File: src/hdl/ptr_pkg.sv
// Package for the PI torque regulator: widths, reset values and register indexes.
package ptr_pkg;

    localparam int FRAC_BITS_DEF    = 8;
    localparam int OUTPUT_SHIFT_DEF = 8;

    localparam int TORQUE_W = 16;
    localparam int GAIN_W   = 8;
    localparam int LIMIT_W  = 16;
    localparam int PWM_W    = 9;
    localparam int CFG_W    = 16;
    localparam int CFG_IDX_W = 3;

    localparam logic signed [TORQUE_W-1:0] SETPOINT_RST    = 16'sd640;
    localparam logic        [GAIN_W-1:0]   PROP_GAIN_RST   = 8'd5;
    localparam logic        [GAIN_W-1:0]   INTEG_GAIN_RST  = 8'd63;
    localparam logic        [LIMIT_W-1:0]  PROP_LIMIT_RST  = 16'd25;
    localparam logic        [LIMIT_W-1:0]  INTEG_LIMIT_RST = 16'd65457;

    localparam int OUT_MIN = -256;
    localparam int OUT_MAX = 255;

    typedef enum logic [CFG_IDX_W-1:0] {
        REG_SETPOINT    = 3'd0,
        REG_PROP_GAIN   = 3'd1,
        REG_INTEG_GAIN  = 3'd2,
        REG_PROP_LIMIT  = 3'd3,
        REG_INTEG_LIMIT = 3'd4
    } cfg_reg_t;

endpackage

File: src/hdl/pi_torque_regulator_top.sv
// PI torque regulator with anti-windup clamp, five-stage registered pipeline.
// An accepted beat passes through four register stages plus the output register.
// Throughput: one beat per cycle; the whole pipeline holds while a result is stalled.
// The error sum is updated in stage two, an add and a clamp per valid beat as the pipeline advances.
// Reset: asynchronous, active low; config registers return to their defaults, valid flags and sum cleared.
module pi_torque_regulator_top
    import ptr_pkg::*;
#(
    parameter int FRAC_BITS    = FRAC_BITS_DEF,
    parameter int OUTPUT_SHIFT = OUTPUT_SHIFT_DEF
)
(
    input  logic                        clk,
    input  logic                        rst_n,
    input  logic                        cfg_write,
    input  logic [CFG_IDX_W-1:0]        cfg_index,
    input  logic [CFG_W-1:0]            cfg_data,
    input  logic                        in_valid,
    output logic                        in_ready,
    input  logic signed [TORQUE_W-1:0]  measured_torque,
    output logic                        out_valid,
    input  logic                        out_ready,
    output logic signed [PWM_W-1:0]     pwm_drive
);

    localparam int ERR_W  = TORQUE_W + 1;
    localparam int PP_W   = ERR_W + GAIN_W + 1;
    localparam int ILIM_W = LIMIT_W + FRAC_BITS;
    localparam int SUM_W  = ILIM_W + 2;
    localparam int IP_W   = SUM_W + GAIN_W + 1;
    localparam int PCW    = ((PP_W > ILIM_W + 1) ? PP_W : ILIM_W + 1) + 1;
    localparam int TOT_W  = ((PP_W > SUM_W) ? PP_W : SUM_W) + 1;
    localparam logic signed [TOT_W-1:0] BIAS =
        TOT_W'((64'd1 << FRAC_BITS) - 64'd1);
    localparam logic signed [TOT_W-1:0] SAT_MAX = TOT_W'(OUT_MAX);
    localparam logic signed [TOT_W-1:0] SAT_MIN = TOT_W'(OUT_MIN);

    // configuration
    logic signed [TORQUE_W-1:0] setpoint_reg;
    logic        [GAIN_W-1:0]   prop_gain_reg;
    logic        [GAIN_W-1:0]   integ_gain_reg;
    logic        [LIMIT_W-1:0]  prop_limit_reg;
    logic        [LIMIT_W-1:0]  integ_limit_reg;

    // pipeline
    logic                       advance;
    logic                       v1_reg, v2_reg, v3_reg, v4_reg, out_valid_reg;
    logic signed [ERR_W-1:0]    err_reg, err_next;
    logic signed [PP_W-1:0]     pprod_reg, pprod_next;
    logic signed [SUM_W-1:0]    error_sum_reg, error_sum_next, sum_raw;
    logic signed [PP_W-1:0]     pterm_reg, pterm_next;
    logic signed [IP_W-1:0]     iprod_reg, iprod_next;
    logic signed [TOT_W-1:0]    total_reg, total_next;
    logic signed [PWM_W-1:0]    pwm_reg, pwm_next;

    logic signed [PCW-1:0]      pprod_x, plim_x;
    logic signed [SUM_W-1:0]    ilim_s;
    logic signed [IP_W-1:0]     ilim_p;
    logic signed [SUM_W-1:0]    iterm;
    logic signed [TOT_W-1:0]    biased, shifted;

    assign advance   = !out_valid_reg || out_ready;
    assign in_ready  = advance;
    assign out_valid = out_valid_reg;
    assign pwm_drive = pwm_reg;

    always_ff @(posedge clk or negedge rst_n)
    begin
        if (!rst_n)
        begin
            setpoint_reg    <= SETPOINT_RST;
            prop_gain_reg   <= PROP_GAIN_RST;
            integ_gain_reg  <= INTEG_GAIN_RST;
            prop_limit_reg  <= PROP_LIMIT_RST;
            integ_limit_reg <= INTEG_LIMIT_RST;
        end
        else if (cfg_write)
        begin
            unique case (cfg_index)
                REG_SETPOINT:    setpoint_reg    <= $signed(cfg_data[TORQUE_W-1:0]);
                REG_PROP_GAIN:   prop_gain_reg   <= cfg_data[GAIN_W-1:0];
                REG_INTEG_GAIN:  integ_gain_reg  <= cfg_data[GAIN_W-1:0];
                REG_PROP_LIMIT:  prop_limit_reg  <= cfg_data[LIMIT_W-1:0];
                REG_INTEG_LIMIT: integ_limit_reg <= cfg_data[LIMIT_W-1:0];
                default:         ;
            endcase
        end
    end

    always_comb
    begin
        // stage 1: error
        err_next = ERR_W'(setpoint_reg) - ERR_W'(measured_torque);

        // stage 2: proportional product and clamped error sum
        pprod_next = PP_W'(err_reg) * $signed({1'b0, prop_gain_reg});
        ilim_s     = $signed(SUM_W'(integ_limit_reg) << FRAC_BITS);
        sum_raw    = error_sum_reg + SUM_W'(err_reg);
        if (sum_raw > ilim_s)
            error_sum_next = ilim_s;
        else if (sum_raw < -ilim_s)
            error_sum_next = -ilim_s;
        else
            error_sum_next = sum_raw;

        // stage 3: proportional clamp, integral product
        pprod_x = PCW'(pprod_reg);
        plim_x  = $signed(PCW'(prop_limit_reg) << FRAC_BITS);
        if (pprod_x > plim_x)
            pterm_next = PP_W'(plim_x);
        else if (pprod_x < -plim_x)
            pterm_next = PP_W'(-plim_x);
        else
            pterm_next = pprod_reg;
        iprod_next = IP_W'(error_sum_reg) * $signed({1'b0, integ_gain_reg});

        // stage 4: integral clamp and sum of terms
        ilim_p = $signed(IP_W'(integ_limit_reg) << FRAC_BITS);
        if (iprod_reg > ilim_p)
            iterm = SUM_W'(ilim_p);
        else if (iprod_reg < -ilim_p)
            iterm = SUM_W'(-ilim_p);
        else
            iterm = SUM_W'(iprod_reg);
        total_next = TOT_W'(pterm_reg) + TOT_W'(iterm);

        // stage 5: truncate toward zero, then floor shift; both fold into one shift
        biased  = total_reg + ((total_reg < 0) ? BIAS : '0);
        shifted = biased >>> (FRAC_BITS + OUTPUT_SHIFT);
        if (shifted > SAT_MAX)
            pwm_next = PWM_W'(SAT_MAX);
        else if (shifted < SAT_MIN)
            pwm_next = PWM_W'(SAT_MIN);
        else
            pwm_next = PWM_W'(shifted);
    end

    always_ff @(posedge clk or negedge rst_n)
    begin
        if (!rst_n)
        begin
            v1_reg        <= 1'b0;
            v2_reg        <= 1'b0;
            v3_reg        <= 1'b0;
            v4_reg        <= 1'b0;
            out_valid_reg <= 1'b0;
            error_sum_reg <= '0;
        end
        else if (advance)
        begin
            v1_reg        <= in_valid;
            v2_reg        <= v1_reg;
            v3_reg        <= v2_reg;
            v4_reg        <= v3_reg;
            out_valid_reg <= v4_reg;
            if (v1_reg)
                error_sum_reg <= error_sum_next;
        end
    end

    always_ff @(posedge clk)
    begin
        if (advance)
        begin
            err_reg   <= err_next;
            pprod_reg <= pprod_next;
            pterm_reg <= pterm_next;
            iprod_reg <= iprod_next;
            total_reg <= total_next;
            pwm_reg   <= pwm_next;
        end
    end

    // a stalled pipeline must not touch the integrator
    a_sum_hold: assert property (@(posedge clk) disable iff (!rst_n)
        !in_ready |=> $stable(error_sum_reg))
        else $error("error sum moved during stall");

    // a waiting result blocks new beats
    a_stall_blocks: assert property (@(posedge clk) disable iff (!rst_n)
        (out_valid && !out_ready) |-> !in_ready)
        else $error("input accepted while output stalled");

    // clamped proportional term stays inside its limit
    a_pterm_bound: assert property (@(posedge clk) disable iff (!rst_n)
        v3_reg |-> (PCW'(pterm_reg) <= plim_x) && (PCW'(pterm_reg) >= -plim_x))
        else $error("proportional term outside limit");

endmodule

File: config.mk
export PLATFORM = sky130hd
export DESIGN_NAME = pi_torque_regulator_top
export DESIGN_NICKNAME = d
export VERILOG_FILES = /design/src/hdl/ptr_pkg.sv /design/src/hdl/pi_torque_regulator_top.sv
export SDC_FILE = /design/constraint.sdc
export NUM_CORES = 2
export LEC_CHECK = 0
export ABC_AREA = 1
export BUFFER_PORTS_ARGS = -buffer_cell sky130_fd_sc_hd__clkbuf_2
export CAP_MARGIN = 20
export CELL_PAD_IN_SITES_DETAIL_PLACEMENT = 1
export CELL_PAD_IN_SITES_GLOBAL_PLACEMENT = 1
export CORE_MARGIN = 2
export CORE_UTILIZATION = 46
export CTS_BUF_LIST = sky130_fd_sc_hd__clkbuf_4
export DETAILED_ROUTE_END_ITERATION = 8
export PLACE_DENSITY_LB_ADDON = 0.1
export SYNTH_ARGS = -nofsm -noshare
export SYNTH_HDL_FRONTEND = slang
export SYNTH_SLANG_ARGS = --single-unit
File: constraint.sdc
create_clock -name clk -period 5.7 [get_ports clk]
set_clock_uncertainty 0.1 [all_clocks]
set_input_delay 0.855 -clock clk [delete_from_list [all_inputs] [get_ports clk]]
set_output_delay 0.855 -clock clk [all_outputs]
set_load 0.01 [all_outputs]
==> run_results.csv <==
group,metric,value,unit
worst_setup_path,required,6.12,ns
floorplan,fp.dieH,253.0,microns
yosys,synth.net_count,4239,
worst_setup_path,path_buf_inv,4,
yosys,postSynthAreaPerCell,7.877,sq um
floorplan,rows,91,
clock_network,cts_made_buffers,68,
clock_network,cts.sinks,235,
yosys,yosysSeqAreaShare,23.19,%
placed_design,gp_congestion,0.9443,
clock_network,htreeDepth,3,
floorplan,core,61480,sq um
timing,rsz0062_at_grt,"yes",
clock_network,cts_root_buf,"clkbuf_4",
worst_setup_path,cp-end-kind,"flop",
detailed_routing,drtIter0Drc,1368,
worst_setup_path,r2r-start,"prop_gain_reg[0]",
min_path,hp-class,"in2reg",
timing,timing.final.crit_share,95.83,%
clock_network,clk_pin_slew,0.06,ns
flow_run,drv_cap,0,
yosys,synth-async-reset-ratio,40.43,%
outcome,status,"finished, final reports clean",
worst_setup_path,cp-startpoint,"prop_gain_reg[0]",
detailed_routing,wire_per_inst,19.72,microns
yosys,synthCells,3620,
worst_setup_path,cp_top_family,"adder cells",
timing,hold_viol,0,
timing,setup_viol,0,
worst_setup_path,timing.critical_path.mode_cell,"fa_1",
worst_setup_path,crit_chain,"buf_4 -> nand2_1 -> fa_1 -> inv_1 -> fa_1 -> inv_1 -> fa_1 -> inv_1 -> fa_1 -> ha_1 -> a21oi_1 -> o21ai_0 -> a21o_1 -> a21oi_1 -> nor3_1 -> nor2_1 -> o21ai_0 -> a21oi_1 -> o21bai_1 -> xor2_1",
finish,area_growth,10.64,%
timing,final.min_clock_period,5.463,ns
worst_setup_path,cp.arrival,5.88,ns
yosys,synth-main-ff-cell,"edfxtp_1",
floorplan,io_pins,51,
finish,final_layout_size_suffix_gt1_share,10.95,%
global_routing,grt_overflow,0,
detailed_routing,antenna_left,0,
clock_network,clock_latency,0.84,ns
global_routing,gr-usage-all-layers,28.90,%
worst_setup_path,worstSetupPathType,"reg2reg",
finish,final_cells,4605,
yosys,ys_ff_latch,235,
worst_setup_path,worst_setup_path_start_kind,"flop",
yosys,yosys_warnings,0,
floorplan,dieArea,64000,sq um
floorplan,start_util,46.38,%
floorplan,die_w,253.0,microns
placed_design,dp_hpwl,75010,microns
global_routing,antenna_found_initial,5,
finish,final_common_cell,"nand2_1",
finish,finalNetCount,4376,
yosys,ys_types,55,
finish,final_cell_mix,"855 x nand2_1, 827 x inv_1, 302 x ha_1",
global_routing,grt_start_max_net_pins,80,
worst_setup_path,cp_slowest_stage_delay,0.69,ns
detailed_routing,drc,0,
clock_network,cts_tree,"yes",
clock_network,clockBufferDepth,3,
finish,largest_reg_flops,35,
global_routing,grt_pass1_wl,142200,microns
placed_design,portBuffers,50,
timing,tightest_slew,1.048,ns
detailed_routing,vias_per_cell,5.321,
detailed_routing,drt_wl_total,90810,microns
global_routing,grt_pass1_vias,26260,
timing,maxSlewViolCount,0,
timing,fmax,183.1,MHz
timing,max_slew_margin,30.13,%
worst_setup_path,slowest_stage,"dfstp_2",
placed_design,dp_cells,4464,
yosys,synth-edff-count,140,
min_path,hp-start,"in_valid",
detailed_routing,vias,24500,
detailed_routing,dr.pass1.iters,5,
yosys,syn-cell-area,28520,sq um
worst_setup_path,path_max_fanout,12,
[cell type report]
class	count	area (sq um)
multi-input cells	2434	18540
clock inverters	23	151.4
clock buffers	99	743.2
diodes	6	15.01
inverters	835	3139
flip-flops and latches	235	6639
repair buffers	183	1335
fillers	7635	29930
well taps	790	988.4
[cell usage after synthesis, types with 70 or more instances]
master      n  area, sq um
nor2_1    152        570.6
edfxtp_1  140         4204
inv_1     831         3119
nand3_1   117        585.6
a21oi_1   192        960.9
clkbuf_1   95        356.6
fa_1      273         5465
xor2_1     96        840.8
o21ai_0   177        885.9
dfrtp_1    70         1752
nand2_1   859         3224
ha_1      306         3829
[logic make-up after synthesis]
family                   after synthesis  synth area share, %
AO/OA/AOI/OAI                        480                9.420
XOR/XNOR                             143                4.392
adder cells (fa/ha/maj)              579                32.59
buffers and inverters                952                12.68
flip-flops                           235                23.19
AND/OR/NAND/NOR                     1231                17.73
[layer usage]
layer | up-vias | global-route usage (%) | wire, microns
li1 | 11560 | - | -
met1 | 12280 | 38.93 | 41020
met2 | 508 | 47.53 | 42470
met3 | 156 | 5.088 | 4830
met4 | 2 | 8.724 | 2472
met5 | - | 0 | 13
[metrics by stage]
step           area (sq um)  util, %  setup slack [ns]   TNS, ns  hold WS (ns)
3_3_place_gp          30240    49.19          -0.01538  -0.01538        0.3342
2_1_floorplan         28520        -           0.03714         0        0.3198
5_1_grt               31540    51.29           -0.1352   -0.4210        0.1836
4_1_cts               31180    50.72          0.005743         0        0.1325
6_report              31550    51.31            0.2375         0        0.2000
3_5_place_dp          30240    49.19           -0.3369    -1.930        0.3457
[worst reg2reg max path, delay by kind of cell, from the launching register on]
| kind | cells | cell delay (ns) |
|---|---|---|
| fa+ha+maj | 5 | 2.38 |
| compound gates | 7 | 1.09 |
| buf+inv | 4 | 0.41 |
| xor+xnor | 1 | 0.17 |
| simple gates | 3 | 0.34 |
| flops | 1 | 0.69 |
[worst paths after layout]
kind	to	slack [ns]	cells after the start
worst min-delay path	v1_reg	0.20	3
min in group asynchronous	integ_gain_reg[7]	0.48	2
worst max-delay path	pprod_reg[25]	0.24	20
worst min register to register	out_valid	0.36	2
max in group asynchronous	error_sum_reg[15]	3.80	3
worst max register to register	pprod_reg[25]	0.24	20
[timing repair]
action	4_1_cts	5_1_grt
cloned	0	1
setup buffers	0	10
hold endpoints to repair	29	0
hold buffers	1	0
pin swaps	0	22
resized for setup	13	71
endpoints found under the setup margin	12	35
Power is left out: the tool's default activity adds up to more than one toggle a clock period on the data nets, which glitch-free logic cannot reach.
